--- src/rtl/bpr_pkg.sv ---
package bpr_pkg;

    // Image geometry and header lengths
    localparam int LINES          = 720;
    localparam int BYTES_PER_LINE = 72;
    localparam int SHORT_HEADER   = 512;
    localparam int EXTRA_HEADER   = 128;

    localparam int IMAGE_TOTAL = LINES * BYTES_PER_LINE;
    localparam int LONG_HEADER = SHORT_HEADER + EXTRA_HEADER;

    // Counter widths
    localparam int POS_W = $clog2(IMAGE_TOTAL + 1);
    localparam int HDR_W = $clog2(LONG_HEADER + 1);
    localparam int CMP_W = POS_W + 8;

    localparam logic [POS_W-1:0] POS_TOTAL = POS_W'(IMAGE_TOTAL);
    localparam logic [HDR_W-1:0] HDR_SHORT = HDR_W'(SHORT_HEADER);
    localparam logic [HDR_W-1:0] HDR_LONG  = HDR_W'(LONG_HEADER);

    // PackBits codes
    localparam logic [7:0] CNT_NOP    = 8'h80;
    localparam logic [8:0] REPEAT_BASE = 9'd257;

    // Status codes
    localparam logic [1:0] STATUS_OK        = 2'd0;
    localparam logic [1:0] STATUS_BAD_HDR   = 2'd1;
    localparam logic [1:0] STATUS_TRUNCATED = 2'd2;

    typedef enum logic [2:0] {
        PH_HEADER,
        PH_COUNT,
        PH_LITERAL,
        PH_REPEAT,
        PH_DONE,
        PH_STOP
    } phase_t;

    typedef struct packed {
        logic [7:0] data_byte;
        logic       first_of_file;
        logic       end_of_file;
    } in_item_t;

    typedef struct packed {
        logic [7:0]  run_value;
        logic [7:0]  run_length;
        logic [15:0] run_start;
        logic        image_done;
        logic [1:0]  status;
    } out_item_t;

    // Image position as reported on the result, masked to 16 bits
    function automatic logic [15:0] start_of(input logic [POS_W-1:0] pos);
        logic [POS_W+15:0] wide;
        wide = {16'd0, pos};
        return wide[15:0];
    endfunction

endpackage

--- src/rtl/bitmap_packbits_run_decoder_top.sv ---
// Bitmap PackBits run decoder.
// Input channel (item_valid / item_stall / item): one raw file byte per
// transaction, with first_of_file restarting the decoder on that byte and
// end_of_file marking the last byte of the stream.
// Output channel (result_valid / result_stall / result): exactly one result
// per input transaction: the decoded byte value, run length (0 when nothing
// is emitted), start position in the image, image_done and sticky status.
// Latency: a result is valid the cycle after its byte is accepted.
// Throughput: one byte per cycle while result_stall is low; the decoder state
// update and the length clip fit between the decoder state and the result register.
// When the receiver stalls, the result register holds its transaction and
// item_stall rises only while a held result is blocked; a new byte is taken
// in the same cycle the held result leaves.
// Reset (rst_n low, asynchronous) empties the result register and returns
// the decoder to the header phase with all counters and status cleared.
module bitmap_packbits_run_decoder_top (
    input  logic                clk,
    input  logic                rst_n,
    input  logic                item_valid,
    output logic                item_stall,
    input  bpr_pkg::in_item_t   item,
    output logic                result_valid,
    input  logic                result_stall,
    output bpr_pkg::out_item_t  result
);

    logic               can_load;
    logic               take;
    bpr_pkg::out_item_t dec_result;

    assign item_stall = !can_load;
    assign take       = item_valid && can_load;

    bpr_decode u_decode (
        .clk    (clk),
        .rst_n  (rst_n),
        .take   (take),
        .item   (item),
        .result (dec_result)
    );

    bpr_out_reg u_out_reg (
        .clk       (clk),
        .rst_n     (rst_n),
        .load      (take),
        .load_data (dec_result),
        .can_load  (can_load),
        .valid     (result_valid),
        .stall     (result_stall),
        .data      (result)
    );

endmodule

--- src/rtl/bpr_decode.sv ---
module bpr_decode (
    input  logic                clk,
    input  logic                rst_n,
    input  logic                take,
    input  bpr_pkg::in_item_t   item,
    output bpr_pkg::out_item_t  result
);

    bpr_pkg::phase_t               phase_reg, phase_next;
    logic [bpr_pkg::HDR_W-1:0]     hcnt_reg, hcnt_next;
    logic                          long_reg, long_next;
    logic [7:0]                    pend_reg, pend_next;
    logic [bpr_pkg::POS_W-1:0]     pos_reg, pos_next;
    logic [1:0]                    err_reg, err_next;

    // Effective state after an optional restart
    bpr_pkg::phase_t               cur_phase;
    logic [bpr_pkg::HDR_W-1:0]     cur_hcnt;
    logic                          cur_long;
    logic [7:0]                    cur_pend;
    logic [bpr_pkg::POS_W-1:0]     cur_pos;
    logic [1:0]                    cur_err;

    logic [7:0]                    b;
    logic                          bad_first;
    logic                          hdr_long;
    logic [bpr_pkg::HDR_W-1:0]     hcnt_inc;
    logic                          hdr_end;
    logic                          is_literal;
    logic                          is_repeat;
    logic [7:0]                    want;
    logic [bpr_pkg::CMP_W-1:0]     want_x;
    logic [bpr_pkg::CMP_W-1:0]     remain_x;
    logic [bpr_pkg::CMP_W-1:0]     len_x;
    logic [bpr_pkg::CMP_W-1:0]     sum_x;
    logic [7:0]                    len;
    logic [bpr_pkg::POS_W-1:0]     pos_sum;
    logic                          img_full;
    logic [8:0]                    rep_len;
    bpr_pkg::phase_t               phase_mid;

    assign b = item.data_byte;

    always_comb
    begin
        if (item.first_of_file)
        begin
            cur_phase = bpr_pkg::PH_HEADER;
            cur_hcnt  = '0;
            cur_long  = 1'b0;
            cur_pend  = '0;
            cur_pos   = '0;
            cur_err   = bpr_pkg::STATUS_OK;
        end
        else
        begin
            cur_phase = phase_reg;
            cur_hcnt  = hcnt_reg;
            cur_long  = long_reg;
            cur_pend  = pend_reg;
            cur_pos   = pos_reg;
            cur_err   = err_reg;
        end
    end

    // Header byte handling
    assign bad_first = (cur_hcnt == '0) && (b != 8'd0);
    assign hdr_long  = (cur_hcnt == bpr_pkg::HDR_W'(1)) ? (b != 8'd0) : cur_long;
    assign hcnt_inc  = cur_hcnt + bpr_pkg::HDR_W'(1);
    assign hdr_end   = hcnt_inc >= (hdr_long ? bpr_pkg::HDR_LONG : bpr_pkg::HDR_SHORT);

    // Count byte classes
    assign is_literal = ~b[7];
    assign is_repeat  = b[7] && (b != bpr_pkg::CNT_NOP);
    assign rep_len    = bpr_pkg::REPEAT_BASE - {1'b0, b};

    // Emitted length clipped at the image end
    assign want     = (cur_phase == bpr_pkg::PH_LITERAL) ? 8'd1 : cur_pend;
    assign want_x   = {{bpr_pkg::POS_W{1'b0}}, want};
    assign remain_x = {8'd0, bpr_pkg::POS_TOTAL - cur_pos};
    assign len_x    = (want_x < remain_x) ? want_x : remain_x;
    assign len      = len_x[7:0];
    assign sum_x    = {8'd0, cur_pos} + {{bpr_pkg::POS_W{1'b0}}, len};
    assign pos_sum  = sum_x[bpr_pkg::POS_W-1:0];
    assign img_full = pos_sum >= bpr_pkg::POS_TOTAL;

    // Next phase
    always_comb
    begin
        phase_mid = cur_phase;
        unique case (cur_phase)
            bpr_pkg::PH_HEADER:
            begin
                if (bad_first)
                    phase_mid = bpr_pkg::PH_STOP;
                else if (hdr_end)
                    phase_mid = bpr_pkg::PH_COUNT;
            end
            bpr_pkg::PH_COUNT:
            begin
                if (is_literal)
                    phase_mid = bpr_pkg::PH_LITERAL;
                else if (is_repeat)
                    phase_mid = bpr_pkg::PH_REPEAT;
            end
            bpr_pkg::PH_LITERAL, bpr_pkg::PH_REPEAT:
            begin
                if (img_full)
                    phase_mid = bpr_pkg::PH_DONE;
                else if (cur_phase == bpr_pkg::PH_LITERAL && cur_pend > 8'd1)
                    phase_mid = bpr_pkg::PH_LITERAL;
                else
                    phase_mid = bpr_pkg::PH_COUNT;
            end
            bpr_pkg::PH_DONE, bpr_pkg::PH_STOP:
                phase_mid = cur_phase;
            default:
                phase_mid = bpr_pkg::PH_STOP;
        endcase

        phase_next = phase_mid;
        if (item.end_of_file && phase_mid != bpr_pkg::PH_DONE
            && phase_mid != bpr_pkg::PH_STOP)
            phase_next = bpr_pkg::PH_STOP;
    end

    // Counters, error flag and the result
    always_comb
    begin
        hcnt_next = cur_hcnt;
        long_next = cur_long;
        pend_next = cur_pend;
        pos_next  = cur_pos;
        err_next  = cur_err;

        result.run_value  = 8'd0;
        result.run_length = 8'd0;
        result.run_start  = bpr_pkg::start_of(cur_pos);

        case (cur_phase)
            bpr_pkg::PH_HEADER:
            begin
                if (bad_first)
                    err_next = bpr_pkg::STATUS_BAD_HDR;
                else
                begin
                    hcnt_next = hcnt_inc;
                    long_next = hdr_long;
                end
            end
            bpr_pkg::PH_COUNT:
            begin
                if (is_literal)
                    pend_next = b + 8'd1;
                else if (is_repeat)
                    pend_next = rep_len[7:0];
            end
            bpr_pkg::PH_LITERAL, bpr_pkg::PH_REPEAT:
            begin
                result.run_value  = b;
                result.run_length = len;
                pos_next          = pos_sum;
                if (cur_phase == bpr_pkg::PH_LITERAL && cur_pend > 8'd1 && !img_full)
                    pend_next = cur_pend - 8'd1;
                else
                    pend_next = 8'd0;
            end
            default:
            begin
            end
        endcase

        // Truncated stream
        if (item.end_of_file && phase_mid != bpr_pkg::PH_DONE
            && phase_mid != bpr_pkg::PH_STOP && err_next == bpr_pkg::STATUS_OK)
            err_next = bpr_pkg::STATUS_TRUNCATED;

        result.image_done = (phase_next == bpr_pkg::PH_DONE);
        result.status     = err_next;
    end

    // Decoder state
    always_ff @(posedge clk or negedge rst_n)
    begin
        if (!rst_n)
        begin
            phase_reg <= bpr_pkg::PH_HEADER;
            hcnt_reg  <= '0;
            long_reg  <= 1'b0;
            pend_reg  <= '0;
            pos_reg   <= '0;
            err_reg   <= bpr_pkg::STATUS_OK;
        end
        else if (take)
        begin
            phase_reg <= phase_next;
            hcnt_reg  <= hcnt_next;
            long_reg  <= long_next;
            pend_reg  <= pend_next;
            pos_reg   <= pos_next;
            err_reg   <= err_next;
        end
    end

endmodule

--- src/rtl/bpr_out_reg.sv ---
module bpr_out_reg (
    input  logic                clk,
    input  logic                rst_n,
    input  logic                load,
    input  bpr_pkg::out_item_t  load_data,
    output logic                can_load,
    output logic                valid,
    input  logic                stall,
    output bpr_pkg::out_item_t  data
);

    logic               valid_reg, valid_next;
    bpr_pkg::out_item_t data_reg;

    // Room when empty or when the held transaction leaves this cycle
    assign can_load = !valid_reg || !stall;

    always_comb
    begin
        valid_next = valid_reg;
        if (load)
            valid_next = 1'b1;
        else if (valid_reg && !stall)
            valid_next = 1'b0;
    end

    always_ff @(posedge clk or negedge rst_n)
    begin
        if (!rst_n)
            valid_reg <= 1'b0;
        else
            valid_reg <= valid_next;
    end

    always_ff @(posedge clk)
    begin
        if (load)
            data_reg <= load_data;
    end

    assign valid = valid_reg;
    assign data  = data_reg;

endmodule

--- config.mk ---
export PLATFORM = sky130hd
export DESIGN_NAME = bitmap_packbits_run_decoder_top
export DESIGN_NICKNAME = d
export VERILOG_FILES = /design/src/rtl/bpr_pkg.sv /design/src/rtl/bitmap_packbits_run_decoder_top.sv /design/src/rtl/bpr_decode.sv /design/src/rtl/bpr_out_reg.sv
export SDC_FILE = /design/constraint.sdc
export NUM_CORES = 1
export LEC_CHECK = 0
export BUFFER_PORTS_ARGS = -buffer_cell sky130_fd_sc_hd__buf_4
export CORE_ASPECT_RATIO = 2
export CORE_MARGIN = 2
export CORE_UTILIZATION = 50
export CTS_BUF_LIST = sky130_fd_sc_hd__clkbuf_16
export CTS_CLUSTER_SIZE = 14
export DETAILED_ROUTE_END_ITERATION = 12
export PLACE_DENSITY = 0.69
export SLEW_MARGIN = 10
export SYNTH_ARGS = -nofsm -noshare
export SYNTH_HDL_FRONTEND = slang
export SYNTH_HIERARCHICAL = 1
export SYNTH_SLANG_ARGS = --single-unit
--- constraint.sdc ---
create_clock -name clk -period 5.84 [get_ports clk]
set_input_delay 1.168 -clock clk [delete_from_list [all_inputs] [get_ports clk]]
set_output_delay 1.168 -clock clk [all_outputs]
set_load 0.1 [all_outputs]
After elaboration in Yosys (flattened, before gate mapping)
Index checks and enable logic that the tools add are counted.
- flip-flop bits (word level): 76
- input port bits: 14
- output and inout port bits: 37
- reductions and logical operators: 21
- magnitude comparators: 4
- equal/unequal tests: 10
- add/subtract/negate cells: 6
- multiplexer cells: 32
- operator list (cell ; count):
    8-bit 2-to-1 mux ; 7
    16-bit 2-to-1 mux ; 2
    10-bit 2-to-1 mux ; 3
    3-bit 2-to-1 mux ; 7
    16-bit by 8-bit adder with 16-bit output ; 1
    16-bit greater-or-equal comparator (second input constant) ; 1
    8-bit by 16-bit less-than comparator with 1-bit output ; 1
    8-bit one-hot mux with 2 select lines ; 1
    16-bit subtractor (first input constant) ; 1
    3-bit one-hot mux with 4 select lines ; 1
    10-bit by 1-bit adder with 10-bit output (second input constant) ; 1
    10-bit by 1-bit == test with 1-bit output (second input constant) ; 1
    10-bit greater-or-equal comparator ; 1
    10-bit logical NOT ; 1
    2-bit 2-to-1 mux ; 5
    3-bit == test (second input constant) ; 3
    1-bit logical AND ; 9
    8-bit by 1-bit adder with 8-bit output (second input constant) ; 1
    8-bit by 1-bit > comparator with 1-bit output (second input constant) ; 1
    8-bit != test (second input constant) ; 1
    8-bit nonzero test ; 1
    1-bit by 8-bit subtractor with 8-bit output (first input constant) ; 1
    8-bit by 1-bit subtractor with 8-bit output (second input constant) ; 1
    3-bit by 2-bit == test with 1-bit output (second input constant) ; 2
    9 further kinds ; 19

Logic depth before layout (Yosys ltp)
Gate-level depths: netlist of run 1.
- word-level depth: 14
- mapped depth: 27

Hierarchy
The synthesis of run 1 kept the hierarchy.
- modules (own cells, without submodules) (module ; cells each ; seq. area each (µm²) ; area each (µm²) ; instances):
    bpr_decode ; 576 ; 1001.0 ; 4311.6 ; 1
    bpr_out_reg ; 38 ; 1076.0 ; 1087.3 ; 1
    bitmap_packbits_run_decoder_top ; 2 ; 0.0 ; 10.0 ; 1

Least setup slack after synthesis of run 1
OpenSTA, ideal clock, no wires.
- path kind: input to register
- from: input item[1] (netlist name)
- to: register u_out_reg.data_reg (netlist bit u_out_reg/data[2]) (data pin)
- buffers on the path: 3
- stages on the path: 24
- data required time: 5.586 ns
- path slack: -0.482 ns
- arrival time: 6.068 ns
- cell sequence: clkbuf_1 -> buf_2 -> clkinv_1 -> nand2_1 -> ha_1 -> or3b_2 -> xnor2_1 -> ha_1 -> nor3_1 -> a2111oi_2 -> nand4_1 -> buf_6 -> nor2_1 -> a31oi_1 -> ha_1 -> fa_1 -> a41o_1 -> a211oi_1 -> or4_1 -> nand2_1 -> o311a_1 -> o21ai_2 -> o21a_1 -> nor2b_1
- RTL lines (what ; line ; RTL):
    start, declared ; bitmap_packbits_run_decoder_top.sv:21 ; input bpr_pkg::in_item_t item,
    end signal, assigned ; bpr_out_reg.sv:38 ; data_reg <= load_data;
    end, declared ; bpr_out_reg.sv:13 ; bpr_pkg::out_item_t data_reg;

==> results of run 1 <==
## synthesized netlist by cell type (all sizes together), types with 4 or more instances
master / n / area, sq um
or3: 6 / 42.5
nor3: 21 / 105
a31oi: 12 / 75.1
a211oi: 4 / 30.0
edfxtp: 35 / 1050
nor3b: 4 / 30.0
nor2: 51 / 191
o311ai: 5 / 43.8
nand4: 7 / 43.8
o21ai: 43 / 219
nand2: 59 / 221
nor2b: 13 / 81.3
dfrtp: 41 / 1030
xor2: 15 / 131
a21oi: 34 / 170
inv: 40 / 150
o41ai: 4 / 61.3
ha: 27 / 338
a21o: 7 / 52.6
clkbuf: 27 / 101
nand3: 16 / 80.1
xnor2: 21 / 184
o31a: 6 / 52.6
mux2i: 10 / 100
and2: 8 / 52.6
o21a: 5 / 37.5
buf: 4 / 23.8
o22ai: 16 / 100
and3: 13 / 81.3
o211ai: 9 / 67.6
## repair_timing
item / 4_1_cts / 5_1_grt
gates cloned: 0 / 1
pin swaps: 0 / 24
buffers inserted: 0 / 11
gates resized for setup: 3 / 64
setup endpoints to repair: 12 / 14
## worst max-delay path, delay by kind of cell
| family | cells | cell delay, ns |
|---|---|---|
| and+or+nand+nor | 6 | 0.93 |
| xor gates and xnor gates | 2 | 0.29 |
| buffers and inverters | 6 | 0.87 |
| adders and majority gates | 3 | 0.90 |
| AOI/OAI and AO/OA | 9 | 1.76 |
## kinds of logic (layout without fill, tap and decap cells)
group                    after synthesis  in the layout  synth area share [%]
buffers and inverters                 72            175                  5.16
adder cells (fa/ha/maj)               28             28                  6.62
AO/OA/AOI/OAI                        177            177                  22.2
multiplexers                          12             12                  2.34
flip-flops                            76             76                  38.4
XOR/XNOR                              36             36                  5.83
AND/OR/NAND/NOR                      215            215                  19.5
## metrics by stage
step / total power [mW] / std cells / setup slack (ns) / TNS [ns]
final: 2.13 / 856 / -0.0155 / -0.0238
after global routing: 2.24 / 856 / -0.155 / -1.47
after CTS: 2.06 / 844 / 0.00620 / 0
after detailed placement: 1.50 / 828 / -0.395 / -4.58
after global placement: 1.48 / 828 / -0.201 / -2.11
after floorplan: 1.28 / 616 / 0.00769 / 0
## power by group through the flow
stage	Combinational (mW)	Clock [mW]	Sequential (mW)
floorplan	0.427	0	0.849
global placement	0.727	0	0.751
detailed placement	0.743	0	0.753
CTS	0.750	0.571	0.744
global route	0.878	0.594	0.763
finish	0.818	0.562	0.752
## path summary, 6_finish.rpt
check / from / to / cells past startpoint
setup / recovery: item[1] / u_out_reg/data[1]$_DFFE_PP_ / 26
hold / removal: u_out_reg/valid$_DFFE_PN0P_ / u_out_reg/valid$_DFFE_PN0P_ / 1
setup reg to reg: u_decode/pos_reg[3]$_DFFE_PN0P_ / u_out_reg/data[1]$_DFFE_PP_ / 25
hold reg to reg: u_out_reg/valid$_DFFE_PN0P_ / u_out_reg/valid$_DFFE_PN0P_ / 1
max in group asynchronous: rst_n / u_decode/pend_reg[4]$_DFFE_PN0P_ / 1
min in group asynchronous: rst_n / u_decode/pos_reg[10]$_DFFE_PN0P_ / 1
## per-layer routing
layer	global-route usage [%]	share of wire [%]	vias to the layer above
li1	-	-	2444
met5	0	0	-
met3	4.29	3.7	76
met4	19.2	6.4	0
met2	51.2	55	221
met1	26.8	34	2521
## area by class of cell
class	instances	area share, %
Clock buffer	10	3.60
Multi-Input combinational cell	468	47.6
Clock inverter	6	0.774
Timing Repair Buffer	118	13.4
Tap cell	137	2.47
Sequential cell	76	29.9
Inverter	41	2.25
==> flow_summary_export.csv, run 1 <==
group,metric,value,unit
run_status,outcome,"finished with violations",
run_status,violations,"setup timing",
setup_path,crit_type,"in -> reg",
sta,relSlewSlack,42.8,%
pwr,p_leak,3.06,nW
setup_path,crit_fanout,7,
cells_and_area,nets,756,
sta,fin_crit,5.86,ns
grt,antenna_found_initial,0,
clock_network,clockBufferDepth,2,
yosys,yosys_warnings,6,
clock_network,clk_latency,0.34,ns
clock_network,cts_buffers,9,
sta,setup_slack,-0.0155,ns
pwr,power_frac_seq,35.3,%
setup_path,worstPathRequired,5.91,ns
floorplan,io_pins,51,
clock_network,clk_pin_slew,0.06,ns
yosys,async_reset_ff_share,53.9,%
placed_design,place_area,6280,sq um
grt,track_usage,27.3,%
grt,grt_pass1_wl,24900,um
pwr,switching_share,39.0,%
yosys,syn_avg_cell_area,8.78,sq um
floorplan,std_cell_rows,53,
floorplan,fp.dieH,151,um
sta,setup_viol,2,
cells_and_area,fin_area,6950,sq um
yosys,yosys_register_bits,76,
setup_path,ff2ff_setup_slack,0.07,ns
setup_path,cp-end-kind,"flop",
pwr,p_int,1.30,mW
grt,grt_max_degree,42,
sta,period_share,100,%
routing,wirelength,16200,um
clock_network,cts.sinks,76,
setup_path,crit_path_max_incr_delay,0.39,ns
routing,drc,0,
pwr,clock_power_share,26.3,%
cells_and_area,syn2layout_area_growth,28.5,%
setup_path,cp.arrival,5.93,ns
sta,drv_slew,0,
routing,vias,5262,
sta,timing.hold.ws,0.497,ns
cells_and_area,largest_reg_flops,35,
yosys,synth_edf_count,35,
yosys,synth_nets,658,
sta,worstMarginPinSlew,0.848,ns
floorplan,die_x,77.5,um
clock_network,cts_tree,"built",
cells_and_area,layout_common_cells,"110 x buf_4, 54 x nand2_1, 44 x nor2_1",
cells_and_area,fin_util,65.9,%
grt,grt_pass1_vias,5205,
sta,clock_skew,0.00438,ns
routing,dr.pass1.iters,5,
floorplan,core-area,10500,sq um
placed_design,portBuffers,50,
pwr,combPwrFrac,38.4,%
routing,ant_nets,0,
min_path,min_path_type,"reg -> reg",
placed_design,gp_congestion,0.975,
pwr,p_switching,831,uW
sta,finalHoldViolCount,0,
cells_and_area,final_common_cell,"buf_4",
routing,wl_per_cell,19.0,um
setup_path,critPathSlowestCell,"fa_2",
setup_path,start_kind,"input port",
yosys,synth_cells,616,
yosys,synth_area,5410,sq um
cells_and_area,layout-drive-gt1-share,26.6,%
clock_network,h-tree-depth,3,
clock_network,clockRootBuffer,"clkbuf_16",
yosys,ys_types,70,
cells_and_area,multi_input_area,3310,sq um
job,drv_cap,0,
placed_design,hpwl,11700,um
cells_and_area,antennaDiodeCount,0,
floorplan,die-area,11700,sq um
floorplan,start_util,51.3,%
yosys,ys_seq_area_share,38.4,%
routing,drt-initial-drc-count,338,
sta,fmax,171,MHz
yosys,synthFlopType,"dfrtp_1",
cells_and_area,seq_area,2080,sq um
routing,via_per_inst,6.15,
pwr,power_density,307,nW/um^2
cells_and_area,fillerInstances,851,
grt,grt_overflow,0,
pwr,vdd_drop_max,0.165,mV
clock_network,cts_hold_buf,0,
(Power assumes the default switching activity.)
==> run 2, diff against run 1 <==
REMOVE_ABC_BUFFERS = 1   (was unset)
SETUP_SLACK_MARGIN = 0.4   (was unset)
==> flow_summary_export.csv, run 2 (synthesis gave the netlist of run 1 again) <==
group,metric,value,unit
sta,period_share,98.0,%
grt,antenna_found_initial,0,
job,drv_cap,0,
clock_network,cts_tree,"built",
sta,relSlewSlack,40.6,%
routing,wirelength,17600,um
setup_path,critPathSlowestCell,"or4_4",
routing,dr.pass1.iters,5,
sta,finalHoldViolCount,0,
cells_and_area,fin_util,70.3,%
sta,fin_crit,5.72,ns
setup_path,crit_top_cell,"buf_6",
grt,grt_pass1_vias,5747,
floorplan,die-area,11700,sq um
floorplan,io_pins,51,
grt,grt_max_degree,68,
placed_design,portBuffers,50,
setup_path,crit_type,"in -> reg",
setup_path,cp_top_family,"compound AO/OA/AOI/OAI gates",
setup_path,cp.arrival,5.80,ns
pwr,p_leak,3.29,nW
pwr,vdd_drop_max,0.192,mV
run_status,outcome,"finished, final reports clean",
sta,rsz0062_at_grt,"true",
cells_and_area,layout-drive-gt1-share,32.5,%
cells_and_area,final_common_cell,"buf_4",
routing,ant_nets,0,
cells_and_area,layout_common_cells,"150 x buf_4, 52 x nand2_1, 43 x nor2_1",
setup_path,start_kind,"input port",
clock_network,h-tree-depth,3,
sta,clock_skew,0.00732,ns
clock_network,cts_buffers,9,
routing,drc,0,
clock_network,clk_latency,0.35,ns
routing,wl_per_cell,19.6,um
clock_network,clockRootBuffer,"clkbuf_16",
sta,setup_viol,0,
clock_network,clockBufferDepth,2,
setup_path,cp-end-kind,"flop",
routing,via_per_inst,6.16,
cells_and_area,antennaDiodeCount,0,
placed_design,hpwl,12000,um
cells_and_area,nets,799,
cells_and_area,syn2layout_area_growth,37.0,%
pwr,power_density,297,nW/um^2
pwr,power.total,2.20,mW
setup_path,crit_path_max_incr_delay,0.53,ns
grt,grt_overflow,0,
cells_and_area,largest_reg_flops,35,
setup_path,cp.buffers_inverters,7,
clock_network,clk_pin_slew,0.06,ns
clock_network,cts.sinks,76,
floorplan,std_cell_rows,53,
floorplan,fp.dieH,151,um
routing,vias,5541,
sta,fmax,175,MHz
min_path,min_path_type,"reg -> reg",
setup_path,worstPathRequired,5.92,ns
sta,worstMarginPinSlew,0.891,ns
grt,track_usage,29.9,%
sta,drv_slew,0,
floorplan,die_x,77.5,um
floorplan,core-area,10500,sq um
grt,grt_pass1_wl,27200,um
setup_path,ff2ff_setup_slack,0.17,ns
routing,drt-initial-drc-count,443,
cells_and_area,fillerInstances,786,
placed_design,gp_congestion,0.934,
setup_path,crit_fanout,6,
floorplan,start_util,51.3,%
## run 2: changes by cell type in the layout (fill, tap and decap cells not counted), sizes merged
cell,previous run,this run
buf,118,161
inv,43,40
bufinv,1,2
clkinv,2,6
clkbuf,10,9
clkinvlp,1,0
## run 2: final timing paths
| path | endpoint | cells after the start | startpoint |
|---|---|---|---|
| min in group asynchronous | u_out_reg/valid$_DFFE_PN0P_ | 1 | rst_n |
| worst max register to register | u_out_reg/data[1]$_DFFE_PP_ | 24 | u_decode/pos_reg[4]$_DFFE_PN0P_ |
| worst min register to register | u_decode/long_reg$_DFFE_PN0P_ | 1 | u_decode/long_reg$_DFFE_PN0P_ |
| worst max-delay path | u_out_reg/data[1]$_DFFE_PP_ | 27 | item[1] |
| max in group asynchronous | u_decode/pos_reg[10]$_DFFE_PN0P_ | 1 | rst_n |
| worst min-delay path | u_decode/long_reg$_DFFE_PN0P_ | 1 | u_decode/long_reg$_DFFE_PN0P_ |
## run 2: power breakdown
group / switching (mW) / internal [mW]
sequential: 0.110 / 0.643
combinational: 0.533 / 0.327
clock: 0.223 / 0.368
## run 2: repair_timing
action	in CTS	in global routing
buffers inserted	33	7
gates resized for setup	65	34
endpoints found under the setup margin	17	19
pin swaps	33	35
hold buffers	0	0
## run 2: layout make-up
class	instances	area, sq um	share of cell area (%)
Timing Repair Buffer	161	1260	17.0
Inverter	41	155	2.09
Clock buffer	9	225	3.04
Sequential cell	76	2080	28.0
Tap cell	137	171	2.31
Clock inverter	7	81.3	1.10
Multi-Input combinational cell	468	3440	46.4
## run 2: metal layers
metal  vias up  GRT usage (%)  wire, um
li1       2533              -         -
met1      2689           27.6      5820
met2       226           57.1      9850
met3        93           4.59       705
met4         0           22.9      1220
met5         -              0         0
## run 2: worst reg2reg max path, cell delays in order, from the launching register on
cell	delay (ns)
dfrtp_1	0.42
or3_4	0.45
or3_1	0.37
nor2_2	0.14
xor2_1	0.16
nor2_1	0.09
ha_1	0.32
a21o_1	0.21
nor3_2	0.08
a2111oi_2	0.30
nand4_1	0.17
buf_6	0.17
buf_6	0.13
mux2i_2	0.17
ha_1	0.36
a41o_1	0.22
a211oi_2	0.05
buf_4	0.17
or4_4	0.53
nand4_1	0.12
o311a_1	0.19
o21ai_2	0.07
buf_6	0.14
o211ai_1	0.26
o32ai_2	0.13
## run 2: metrics by stage
step / hold slack, ns / TNS, ns / area, sq um / std cells / setup slack, ns
6_report: 0.500 / 0 / 7410 / 899 / 0.118
5_1_grt: 0.528 / -0.0579 / 7410 / 899 / -0.0444
4_1_cts: 0.499 / 0 / 7200 / 892 / 0.215
3_5_place_dp: 0.482 / -6.39 / 6370 / 843 / -0.586
3_3_place_gp: 0.485 / -3.80 / 6370 / 843 / -0.358
2_1_floorplan: 0.464 / -5.47 / 5280 / 585 / -0.480
==> run 3, diff against run 2 <==
CORE_UTILIZATION = 47   (was 50)
CTS_BUF_LIST = unset   (was sky130_fd_sc_hd__clkbuf_16)
PLACE_DENSITY = 0.66   (was 0.69)
==> flow_summary_export.csv, run 3 (synthesis gave the netlist of run 1 again) <==
group,metric,value,unit
routing,drt-initial-drc-count,311,
routing,vias,5383,
clock_network,clk_pin_slew,0.06,ns
routing,wirelength,17500,um
placed_design,place_area,6380,sq um
pwr,p_int,1.35,mW
sta,drv_slew,0,
routing,wl_met2,9800,um
grt,track_usage,28.5,%
pwr,p_switching,869,uW
routing,drc,0,
grt,grt_pass1_vias,5524,
setup_path,cp.arrival,5.80,ns
routing,wl_per_cell,19.7,um
clock_network,cts.sinks,76,
setup_path,cp_top_family,"compound AO/OA/AOI/OAI gates",
sta,fmax,175,MHz
grt,antenna_found_initial,0,
cells_and_area,antennaDiodeCount,0,
cells_and_area,final_common_cell,"buf_4",
sta,clock_skew,0.0108,ns
sta,setup_slack,0.113,ns
routing,dr_wl_met3,637,um
clock_network,h-tree-depth,3,
cells_and_area,fin_util,64.7,%
cells_and_area,fin_area,7310,sq um
placed_design,portBuffers,50,
setup_path,crit_type,"in -> reg",
cells_and_area,nets,782,
setup_path,crit_cells,22,
clock_network,clockRootBuffer,"clkbuf_16",
sta,fin_crit,5.73,ns
clock_network,clk_latency,0.34,ns
pwr,switching_share,39.2,%
clock_network,cts_hold_buf,0,
pwr,p_leak,3.21,nW
sta,finalHoldViolCount,0,
setup_path,worstPathCellList,"buf_12 -> nand2b_4 -> ha_4 -> or3b_2 -> o211a_1 -> o21a_1 -> o21ai_0 -> mux2i_1 -> nand4_1 -> buf_6 -> mux2i_4 -> ha_4 -> a41o_1 -> a211oi_2 -> buf_4 -> or4_4 -> nand4_1 -> o311a_1 -> o21ai_2 -> buf_6 -> o211ai_1 -> o32ai_2",
min_path,min_path_type,"reg -> reg",
clock_network,cts_buffers,9,
sta,relSlewSlack,40.4,%
pwr,power_density,303,nW/um^2
cells_and_area,final_cells,887,
pwr,power_frac_seq,34.0,%
setup_path,crit_fanout,6,
cells_and_area,layout_common_cells,"139 x buf_4, 55 x nand2_1, 45 x nor2_1",
sta,setup_viol,0,
sta,fin_tns_setup,0,ns
sta,period_share,98.1,%
sta,rsz0062_at_grt,"true",
routing,top_layer,"met4",
routing,dr.pass1.iters,6,
grt,grt_pass1_wl,27200,um
routing,ant_nets,0,
setup_path,worstRegToRegCells,24,
routing,via_per_inst,6.07,
job,drv_cap,0,
clock_network,cts_tree,"built",
pwr,clock_power_share,26.6,%
placed_design,gp_congestion,1.00,
floorplan,start_util,47.9,%
run_status,outcome,"finished, final reports clean",
floorplan,core-area,11300,sq um
clock_network,clockBufferDepth,2,
floorplan,die-area,12400,sq um
placed_design,pre_cts_ws,-0.536,ns
pwr,combPwrFrac,39.4,%
floorplan,std_cell_rows,55,
setup_path,crit_path_max_incr_delay,0.48,ns
placed_design,hpwl,12500,um
grt,grt_max_degree,80,
placed_design,dpl.cell_count,849,
floorplan,io_pins,51,
grt,grt_overflow,0,
floorplan,fp.dieH,156,um
cells_and_area,syn2layout_area_growth,35.1,%
setup_path,start_kind,"input port",
sta,worstMarginPinSlew,0.886,ns
setup_path,cp.buffers_inverters,4,
cells_and_area,layout-drive-gt1-share,30.5,%
floorplan,die_x,79.9,um
pwr,vdd_drop_max,0.174,mV
setup_path,worstPathRequired,5.92,ns
min_path,min_path_cells,1,
cells_and_area,largest_reg_flops,35,
setup_path,critPathSlowestCell,"or3b_2",
setup_path,cp-end-kind,"flop",
routing,met1_length,5710,um
[run 3: cell count changes in the layout (fill, tap and decap cells not counted), sizes merged]
cell    delta
clkbuf     +4
clkinv     -3
buf       -17
bufinv     -1
[run 3: worst register-to-register path: cells and delay by family, from the launching register on]
family          cells  cell delay [ns]
simple gates        8             1.97
compound gates      8             1.28
buf+inv             4             0.70
fa+ha+maj           2             0.62
flops               1             0.42
mux                 1             0.21
xor+xnor            1             0.15
[run 3: path summary, 6_finish.rpt]
kind | endpoint | slack [ns] | from
max in group asynchronous | u_decode/pos_reg[8]$_DFFE_PN0P_ | 4.61 | rst_n
min in group asynchronous | u_decode/hcnt_reg[4]$_DFFE_PN0P_ | 0.83 | rst_n
min reg2reg | u_decode/long_reg$_DFFE_PN0P_ | 0.51 | u_decode/long_reg$_DFFE_PN0P_
max | u_out_reg/data[1]$_DFFE_PP_ | 0.11 | item[1]
max reg2reg | u_out_reg/data[1]$_DFFE_PP_ | 0.21 | u_decode/pos_reg[4]$_DFFE_PN0P_
min | u_decode/long_reg$_DFFE_PN0P_ | 0.51 | u_decode/long_reg$_DFFE_PN0P_
[run 3: stage by stage]
stage          power [mW]  hold slack, ns
2_1_floorplan        1.25           0.464
3_3_place_gp         1.50           0.486
3_5_place_dp         1.52           0.494
4_1_cts              2.15           0.507
5_1_grt              2.31           0.526
6_report             2.22           0.506
[run 3: final cells by class]
type                    count  area, sq um
inverters                  41          159
clock inverters             3         43.8
multi-input cells         468         3470
fillers                   949         3980
clock buffers              13          272
repair buffers            144         1110
flip-flops and latches     76         2080
well taps                 142          178
[run 3: power groups by stage]
| stage | Sequential [mW] | Clock (mW) | Combinational (mW) |
|---|---|---|---|
| after detailed placement | 0.752 | 0 | 0.770 |
| after global placement | 0.750 | 0 | 0.753 |
| after floorplan | 0.869 | 0 | 0.385 |
| after global routing | 0.763 | 0.613 | 0.936 |
| final | 0.754 | 0.589 | 0.873 |
| after CTS | 0.745 | 0.598 | 0.809 |
[run 3: what timing repair did]
| action | CTS | global route |
|---|---|---|
| setup endpoints to repair | 16 | 20 |
| gates resized for setup | 49 | 40 |
| setup buffers | 12 | 10 |
| pin swaps | 28 | 29 |
[run 3: metal layers]
metal  vias up  GRT usage, %
met5         -             0
met4         0          20.3
li1       2501             -
met2       198          53.7
met3        92          4.11
met1      2592          26.8
